==> config.mk <==
export PLATFORM = sky130hd
export DESIGN_NAME = i2c_clock_divider_search_top
export DESIGN_NICKNAME = d
export VERILOG_FILES = /design/src/sv/icds_pkg.sv /design/src/sv/icds_lane.sv /design/src/sv/icds_merge.sv /design/src/sv/i2c_clock_divider_search_top.sv
export SDC_FILE = /design/constraint.sdc
export NUM_CORES = 1
export LEC_CHECK = 0
export BUFFER_PORTS_ARGS = -buffer_cell sky130_fd_sc_hd__buf_2
export CELL_PAD_IN_SITES_DETAIL_PLACEMENT = 0
export CELL_PAD_IN_SITES_GLOBAL_PLACEMENT = 1
export CORE_MARGIN = 2
export CORE_UTILIZATION = 45
export DETAILED_ROUTE_END_ITERATION = 8
export GPL_TIMING_DRIVEN = 0
export PLACE_DENSITY_LB_ADDON = 0.1
export SLEW_MARGIN = 20
export SYNTH_ARGS = -nofsm -noshare
export SYNTH_HDL_FRONTEND = slang
export SYNTH_HIERARCHICAL = 1
export SYNTH_SLANG_ARGS = --single-unit
==> constraint.sdc <==
create_clock -name clk_i -period 4.5 [get_ports clk_i]
set_clock_uncertainty 0.2 [all_clocks]
set_input_delay 0.225 -clock clk_i [delete_from_list [all_inputs] [get_ports clk_i]]
set_output_delay 0.225 -clock clk_i [all_outputs]
set_load 0.01 [all_outputs]
==> src/sv/icds_pkg.sv <==
`timescale 1ns / 1ps
// Shared constants and types for the I2C clock divider search.
// No dependencies; used by every other file of the block.

package icds_pkg;

  // Module clock the dividers are derived from, in kHz.
  localparam int unsigned ModuleClockKhz = 13000;

  localparam int unsigned SpeedW     = 12;
  localparam int unsigned SampleW    = 3;
  localparam int unsigned SampleMax  = 8;
  localparam int unsigned FastStepW  = 6;
  localparam int unsigned HighStepW  = 3;
  localparam int unsigned FastLimit  = 64;
  localparam int unsigned HighLimit  = 8;

  // speed * 2 * sample, sample up to 8
  localparam int unsigned DenomW = SpeedW + 4;
  // step divider 1..64
  localparam int unsigned QuotW  = FastStepW + 1;
  localparam int unsigned BitW   = $clog2(QuotW);
  localparam int unsigned ClkW   = $clog2(ModuleClockKhz + 1);
  // clock + denom - 1
  localparam int unsigned NumW   = ((ClkW > DenomW) ? ClkW : DenomW) + 1;
  // denom scaled by the fast limit, compared with the clock
  localparam int unsigned ProdW  = DenomW + FastStepW;
  localparam int unsigned CmpW   = (ProdW > ClkW) ? ProdW : ClkW;
  // denom shifted by a quotient bit, compared with the remainder
  localparam int unsigned DivW   = ((NumW > DenomW + QuotW) ? NumW : DenomW + QuotW);

  typedef enum logic {
    LaneFast,
    LaneHigh
  } lane_mode_e;

  // Lane status toward the merge stage.
  typedef struct packed {
    logic               busy;
    logic               done;
    logic [SampleW-1:0] sample_m1;
    logic [QuotW-1:0]   step;
  } lane_stat_t;

endpackage

==> src/sv/icds_lane.sv <==
`timescale 1ns / 1ps
// One search lane: walks sample dividers 1..8, then a restoring divide for the step.
// Depends on icds_pkg.

module icds_lane (
  input  logic                          clk_i,
  input  logic                          rst_ni,
  input  icds_pkg::lane_mode_e          mode_i,
  input  logic                          start_i,
  input  logic [icds_pkg::SpeedW-1:0]   speed_i,
  input  logic                          ack_i,
  output icds_pkg::lane_stat_t          stat_o
);

  typedef enum logic [1:0] {
    StIdle,
    StTry,
    StDiv,
    StDone
  } state_e;

  state_e                         state_q;
  logic [icds_pkg::SpeedW:0]      speed2_q;
  logic [icds_pkg::DenomW-1:0]    denom_q;
  logic [icds_pkg::SampleW-1:0]   sample_q;
  logic [icds_pkg::NumW-1:0]      rem_q;
  logic [icds_pkg::QuotW-1:0]     quot_q;
  logic [icds_pkg::BitW-1:0]      bit_q;

  logic [icds_pkg::SpeedW-1:0]    speed_fix;
  logic [icds_pkg::CmpW-1:0]      scaled;
  logic                           fits;
  logic [icds_pkg::DivW-1:0]      trial;
  logic                           sub_ok;
  logic [icds_pkg::QuotW-1:0]     limit;

  always_comb begin
    speed_fix = (speed_i == '0) ? icds_pkg::SpeedW'(1) : speed_i;
    if (mode_i == icds_pkg::LaneHigh) begin
      scaled = icds_pkg::CmpW'(denom_q) << icds_pkg::HighStepW;
      limit  = icds_pkg::QuotW'(icds_pkg::HighLimit);
    end else begin
      scaled = icds_pkg::CmpW'(denom_q) << icds_pkg::FastStepW;
      limit  = icds_pkg::QuotW'(icds_pkg::FastLimit);
    end
    // ceil(clk / denom) <= limit  <=>  clk <= limit * denom
    fits   = scaled >= icds_pkg::CmpW'(icds_pkg::ModuleClockKhz);
    trial  = icds_pkg::DivW'(denom_q) << bit_q;
    sub_ok = icds_pkg::DivW'(rem_q) >= trial;
  end

  always_ff @(posedge clk_i or negedge rst_ni) begin
    if (!rst_ni) begin
      state_q  <= StIdle;
      speed2_q <= '0;
      denom_q  <= '0;
      sample_q <= '0;
      rem_q    <= '0;
      quot_q   <= '0;
      bit_q    <= '0;
    end else begin
      case (state_q)
        StIdle: begin
          if (start_i) begin
            speed2_q <= {speed_fix, 1'b0};
            denom_q  <= icds_pkg::DenomW'({speed_fix, 1'b0});
            sample_q <= '0;
            state_q  <= StTry;
          end
        end
        StTry: begin
          if (fits) begin
            rem_q   <= icds_pkg::NumW'(icds_pkg::ModuleClockKhz)
                       + icds_pkg::NumW'(denom_q) - icds_pkg::NumW'(1);
            quot_q  <= '0;
            bit_q   <= icds_pkg::BitW'(icds_pkg::QuotW - 1);
            state_q <= StDiv;
          end else if (sample_q == icds_pkg::SampleW'(icds_pkg::SampleMax - 1)) begin
            // nothing fits: saturate
            quot_q  <= limit;
            state_q <= StDone;
          end else begin
            sample_q <= sample_q + 1'b1;
            denom_q  <= denom_q + icds_pkg::DenomW'(speed2_q);
          end
        end
        StDiv: begin
          if (sub_ok) begin
            rem_q         <= icds_pkg::NumW'(icds_pkg::DivW'(rem_q) - trial);
            quot_q[bit_q] <= 1'b1;
          end
          if (bit_q == '0) begin
            state_q <= StDone;
          end else begin
            bit_q <= bit_q - 1'b1;
          end
        end
        StDone: begin
          if (ack_i) begin
            state_q <= StIdle;
          end
        end
        default: begin
          state_q <= StIdle;
        end
      endcase
    end
  end

  assign stat_o.busy      = (state_q != StIdle);
  assign stat_o.done      = (state_q == StDone);
  assign stat_o.sample_m1 = sample_q;
  assign stat_o.step      = quot_q;

endmodule

==> src/sv/icds_merge.sv <==
`timescale 1ns / 1ps
// Merge stage: joins both lanes into one result beat held in an output register.
// Depends on icds_pkg.

module icds_merge (
  input  logic                             clk_i,
  input  logic                             rst_ni,
  input  icds_pkg::lane_stat_t             fast_i,
  input  icds_pkg::lane_stat_t             high_i,
  output logic                             ack_o,
  output logic                             out_valid_o,
  input  logic                             out_stall_i,
  output logic [icds_pkg::SampleW-1:0]     fast_sample_div_o,
  output logic [icds_pkg::FastStepW-1:0]   fast_step_div_o,
  output logic [icds_pkg::SampleW-1:0]     high_sample_div_o,
  output logic [icds_pkg::HighStepW-1:0]   high_step_div_o
);

  logic                             valid_q;
  logic [icds_pkg::SampleW-1:0]     fs_sample_q;
  logic [icds_pkg::FastStepW-1:0]   fs_step_q;
  logic [icds_pkg::SampleW-1:0]     hs_sample_q;
  logic [icds_pkg::HighStepW-1:0]   hs_step_q;
  logic [icds_pkg::QuotW-1:0]       fs_step_m1;
  logic [icds_pkg::QuotW-1:0]       hs_step_m1;
  logic                             capture;

  assign capture    = fast_i.done && high_i.done && (!valid_q || !out_stall_i);
  assign fs_step_m1 = fast_i.step - icds_pkg::QuotW'(1);
  assign hs_step_m1 = high_i.step - icds_pkg::QuotW'(1);

  always_ff @(posedge clk_i or negedge rst_ni) begin
    if (!rst_ni) begin
      valid_q <= 1'b0;
    end else if (capture) begin
      valid_q <= 1'b1;
    end else if (!out_stall_i) begin
      valid_q <= 1'b0;
    end
  end

  always_ff @(posedge clk_i) begin
    if (capture) begin
      fs_sample_q <= fast_i.sample_m1;
      fs_step_q   <= fs_step_m1[icds_pkg::FastStepW-1:0];
      hs_sample_q <= high_i.sample_m1;
      hs_step_q   <= hs_step_m1[icds_pkg::HighStepW-1:0];
    end
  end

  assign ack_o             = capture;
  assign out_valid_o       = valid_q;
  assign fast_sample_div_o = fs_sample_q;
  assign fast_step_div_o   = fs_step_q;
  assign high_sample_div_o = hs_sample_q;
  assign high_step_div_o   = hs_step_q;

endmodule

==> src/sv/i2c_clock_divider_search_top.sv <==
`timescale 1ns / 1ps
// Top level of the I2C clock divider search: two search lanes and a merge stage.
// Depends on icds_pkg, icds_lane and icds_merge.

// Turns a fast-mode and a high-speed-mode bus speed (kHz, zero counts as 1 kHz)
// into the sample/step divider pairs of an I2C controller, both reported minus
// one. Each speed has its own lane; both lanes run side by side on one input beat.
// A lane tries sample dividers 1..8, one per cycle, checking whether the step
// divider ceil(clock / (speed*2*sample)) is within the limit (64 fast, 8 high
// speed) with a shift and compare, then derives the step divider with a restoring
// divide. If no sample fits, the pair saturates to 8 / limit. One beat is in the
// lanes at a time: in_stall_o is high while either lane is busy, and drops at the
// same edge at which the output register loads. The finished result sits in the
// output register, so the next beat can be taken while the previous result is
// still stalled downstream.

module i2c_clock_divider_search_top (
  input  logic                             clk_i,
  input  logic                             rst_ni,
  input  logic                             in_valid_i,
  output logic                             in_stall_o,
  input  logic [icds_pkg::SpeedW-1:0]      fast_speed_khz_i,
  input  logic [icds_pkg::SpeedW-1:0]      high_speed_khz_i,
  output logic                             out_valid_o,
  input  logic                             out_stall_i,
  output logic [icds_pkg::SampleW-1:0]     fast_sample_div_o,
  output logic [icds_pkg::FastStepW-1:0]   fast_step_div_o,
  output logic [icds_pkg::SampleW-1:0]     high_sample_div_o,
  output logic [icds_pkg::HighStepW-1:0]   high_step_div_o
);

  icds_pkg::lane_stat_t fast_stat;
  icds_pkg::lane_stat_t high_stat;
  logic                 start;
  logic                 ack;

  // Lanes hold their result until the merge stage takes both at once.
  assign in_stall_o = fast_stat.busy | high_stat.busy;
  assign start      = in_valid_i & ~in_stall_o;

  icds_lane u_lane_fast (
    .clk_i   (clk_i),
    .rst_ni  (rst_ni),
    .mode_i  (icds_pkg::LaneFast),
    .start_i (start),
    .speed_i (fast_speed_khz_i),
    .ack_i   (ack),
    .stat_o  (fast_stat)
  );

  icds_lane u_lane_high (
    .clk_i   (clk_i),
    .rst_ni  (rst_ni),
    .mode_i  (icds_pkg::LaneHigh),
    .start_i (start),
    .speed_i (high_speed_khz_i),
    .ack_i   (ack),
    .stat_o  (high_stat)
  );

  icds_merge u_merge (
    .clk_i             (clk_i),
    .rst_ni            (rst_ni),
    .fast_i            (fast_stat),
    .high_i            (high_stat),
    .ack_o             (ack),
    .out_valid_o       (out_valid_o),
    .out_stall_i       (out_stall_i),
    .fast_sample_div_o (fast_sample_div_o),
    .fast_step_div_o   (fast_step_div_o),
    .high_sample_div_o (high_sample_div_o),
    .high_step_div_o   (high_step_div_o)
  );

endmodule

==> insert_results.sql <==
INSERT INTO impl_metrics (metric_group, metric, value, unit) VALUES
('timing', 'setup-tns-final', '0', 'ns'),
('power', 'power.density', '221', 'nW/um^2'),
('grt', 'grtUsageTotal', '24.6', '%'),
('detailed_routing', 'post-route-drc-count', '0', ''),
('timing', 'post-route-period-util', '96.5', '%'),
('cts', 'cts-root-buf', 'sky130_fd_sc_hd__clkbuf_16', ''),
('job', 'cap_viol_max_count', '0', ''),
('cts', 'cts_tree', 'yes', ''),
('cts', 'worstSkewPairLatency', '0.43', 'ns'),
('floorplanning', 'die_area', '24800', 'sq um'),
('power', 'worst_ir_drop_vdd', '218', 'uV'),
('grt', 'grt_remaining_overflow', '0', ''),
('floorplanning', 'io-pin-count', '45', ''),
('place', 'gp_congestion', '0.844', ''),
('cts', 'clk_pin_slew', '0.07', 'ns'),
('timing', 'clock.fmax', '0.230', 'GHz'),
('critical_path', 'critical_path.startpoint_type', 'flip-flop', ''),
('critical_path', 'crit_slowest_cell', 'sky130_fd_sc_hd__dfrtp_2', ''),
('critical_path', 'critical_path_arrival', '4.44', 'ns'),
('critical_path', 'cp_data_required_time', '4.59', 'ns'),
('critical_path', 'path_class', 'flip-flop to flip-flop', ''),
('hold_path', 'hold_class', 'primary input to async pin', ''),
('floorplanning', 'initial_utilization', '45.5', '%'),
('cts', 'htreeDepth', '4', ''),
('timing', 'finalMaxSlewViolations', '0', ''),
('detailed_routing', 'initialDrtViolationCount', '462', ''),
('finish', 'area_growth', '14.9', '%'),
('cts', 'cts-root-to-sink-buffers', '2', ''),
('detailed_routing', 'detail-route-antenna-nets', '0', ''),
('detailed_routing', 'avgRoutedWirePerCell', '18.1', 'um'),
('run_status', 'status', 'completed', ''),
('place', 'dpl.hpwl', '21.7', 'mm'),
('floorplanning', 'die_height', '157', 'um'),
('grt', 'grt_first_pass_wirelength', '47.3', 'mm'),
('floorplanning', 'chipWidth', '157', 'um'),
('critical_path', 'cp_slowest_stage_delay', '0.49', 'ns'),
('detailed_routing', 'finalWirelength', '29.2', 'mm'),
('timing', 'layout_min_cycle_time', '4.34', 'ns'),
('finish', 'num-fill-cells', '2308', ''),
('finish', 'layout.nets', '1396', ''),
('critical_path', 'cp-end-kind', 'flip-flop', ''),
('timing', 'worst_slew_margin_rel', '43.2', '%'),
('finish', 'design_area', '12200', 'sq um'),
('place', 'place_area', '11300', 'sq um'),
('synth', 'syn_inst', '1188', ''),
('cts', 'cts.sink_count', '129', ''),
('detailed_routing', 'wl_met3', '652', 'um'),
('detailed_routing', 'route.vias.total', '9005', ''),
('finish', 'antenna_diodes', '0', ''),
('floorplanning', 'std_cell_rows', '56', ''),
('timing', 'worstMarginPinSlew', '0.850', 'ns'),
('grt', 'largest_net_degree_at_the_start_of_global_routing', '81', ''),
('detailed_routing', 'first_pass_iters', '5', ''),
('finish', 'finish.utilization', '52.3', '%'),
('detailed_routing', 'met2_length', '15.2', 'mm'),
('critical_path', 'critical_path.cell_chain', 'clkbuf_4 -> clkbuf_2 -> a211oi_1 -> a21oi_1 -> mux2i_1 -> ha_1 -> nand3_2 -> or3_1 -> nor4_1 -> a2111o_1 -> o31ai_2 -> nor2_4 -> buf_6 -> mux2_4', ''),
('detailed_routing', 'wl_met1', '13.1', 'mm'),
('detailed_routing', 'highest-signal-layer', 'met4', ''),
('finish', 'drive_gt1_share', '14.3', '%'),
('power', 'total_power', '2.68', 'mW'),
('grt', 'grt_pass1_vias', '8907', ''),
('synth', 'synthesis.yosys.warnings', '6', ''),
('synth', 'synthesized_area_per_cell', '8.92', 'sq um'),
('floorplanning', 'core', '23300', 'sq um'),
('timing', 'setup_viol_count_final', '0', ''),
('place', 'portBuffers', '44', ''),
('critical_path', 'critPathMaxFanout', '12', ''),
('detailed_routing', 'detail_route.vias_per_cell', '5.57', ''),
('timing', 'fin_hold_viols', '0', ''),
('power', 'total_leakage_power', '5.59', 'nW'),
('synth', 'cell_area_synth', '10600', 'sq um'),
('grt', 'grt_antenna_before_repair', '0', ''),
('cts', 'cts_buffers', '17', '');
-- power breakdown --
group / total [mW] / internal, mW / switching [mW]
sequential: 1.18 / 1.18 / 0.000585
clock: 1.43 / 0.843 / 0.586
combinational: 0.0780 / 0.0346 / 0.0434
total: 2.68 / 2.05 / 0.630
-- layout make-up --
| type | count | area, sq um | area share [%] |
|---|---|---|---|
| Multi-Input combinational cell | 940 | 6790 | 55.8 |
| Sequential cell | 129 | 3300 | 27.2 |
| Timing Repair Buffer | 74 | 544 | 4.47 |
| Clock buffer | 19 | 443 | 3.64 |
| Tap cell | 319 | 399 | 3.28 |
| Buffer | 67 | 325 | 2.67 |
| Inverter | 55 | 206 | 1.70 |
| Clock inverter | 13 | 150 | 1.23 |
-- critical path, delay by kind of cell, from the launching register on --
family | cells | cell delay, ns
compound gates | 4 | 0.65
mux | 2 | 0.47
buf+inv | 3 | 0.79
flops | 1 | 0.49
simple gates | 4 | 1.22
fa+ha+maj | 1 | 0.39
-- sequential cells by signal, indices dropped and copies added, names as in the netlist, 6 cells and up --
register and count:
u_lane_fast/denom_q 15, u_lane_high/speed2_q 12, u_lane_fast/speed2_q 12, u_merge/fast_step_div_o 6, u_lane_fast/rem_q 17, u_lane_high/rem_q 17, u_lane_fast/quot_q 6, u_lane_high/denom_q 15
-- metal layers --
metal	global-route usage, %	up-vias
met3	3.63	16
met4	4.11	0
met1	30.6	4361
met5	0	-
met2	45.3	124
li1	-	4504
-- worst paths after layout --
path | start | slack (ns) | to | cells after the start
setup / recovery | u_lane_high/bit_q[1] | 0.16 | u_lane_high/rem_q[15] | 14
hold / removal | rst_ni | 0.06 | u_lane_high/denom_q[5] | 2
setup reg to reg | u_lane_high/bit_q[1] | 0.16 | u_lane_high/rem_q[15] | 14
hold reg to reg | u_lane_fast/rem_q[14] | 0.29 | u_lane_fast/rem_q[14] | 2
max in group asynchronous | rst_ni | 3.29 | u_lane_high/bit_q[1] | 3
min in group clk_i | u_lane_fast/rem_q[14] | 0.29 | u_lane_fast/rem_q[14] | 2
-- stage by stage --
stage	hold WS, ns	worst slack, ns	std cells
after floorplan	-0.271	0.479	1193
after global placement	0.245	-0.417	1556
after detailed placement	-0.0783	-0.433	1558
after CTS	0.0606	0.0152	1617
after global routing	0.0729	-0.00833	1616
final	0.0562	0.156	1616
-- placed cells by master, fill, tap and decap left out, types with 17 or more instances in the layout --
master                          instances
sky130_fd_sc_hd__nand2b_1              17
sky130_fd_sc_hd__nand2_1              125
sky130_fd_sc_hd__a211oi_1              21
sky130_fd_sc_hd__nand3_1               17
sky130_fd_sc_hd__buf_2                 56
sky130_fd_sc_hd__ha_1                  80
sky130_fd_sc_hd__xnor2_1               39
sky130_fd_sc_hd__clkbuf_16             17
sky130_fd_sc_hd__mux2_2                33
sky130_fd_sc_hd__dlygate4sd3_1         26
sky130_fd_sc_hd__a21o_1                17
sky130_fd_sc_hd__nor3_1                23
sky130_fd_sc_hd__o21a_1                18
sky130_fd_sc_hd__xor2_1                25
sky130_fd_sc_hd__clkbuf_1              38
sky130_fd_sc_hd__dfrtp_1              113
sky130_fd_sc_hd__mux2i_1               51
sky130_fd_sc_hd__nor2_1                86
sky130_fd_sc_hd__inv_1                 54
sky130_fd_sc_hd__o21ai_0               88
sky130_fd_sc_hd__a21oi_1               86
-- what timing repair did --
item | in CTS | in global routing
resized for setup | 7 | 6
hold buffers | 26 | 0
endpoints found under the setup margin | 36 | 28
hold endpoints to repair | 164 | 0
setup buffers | 2 | 0
Power figures use the tool's default switching activity.
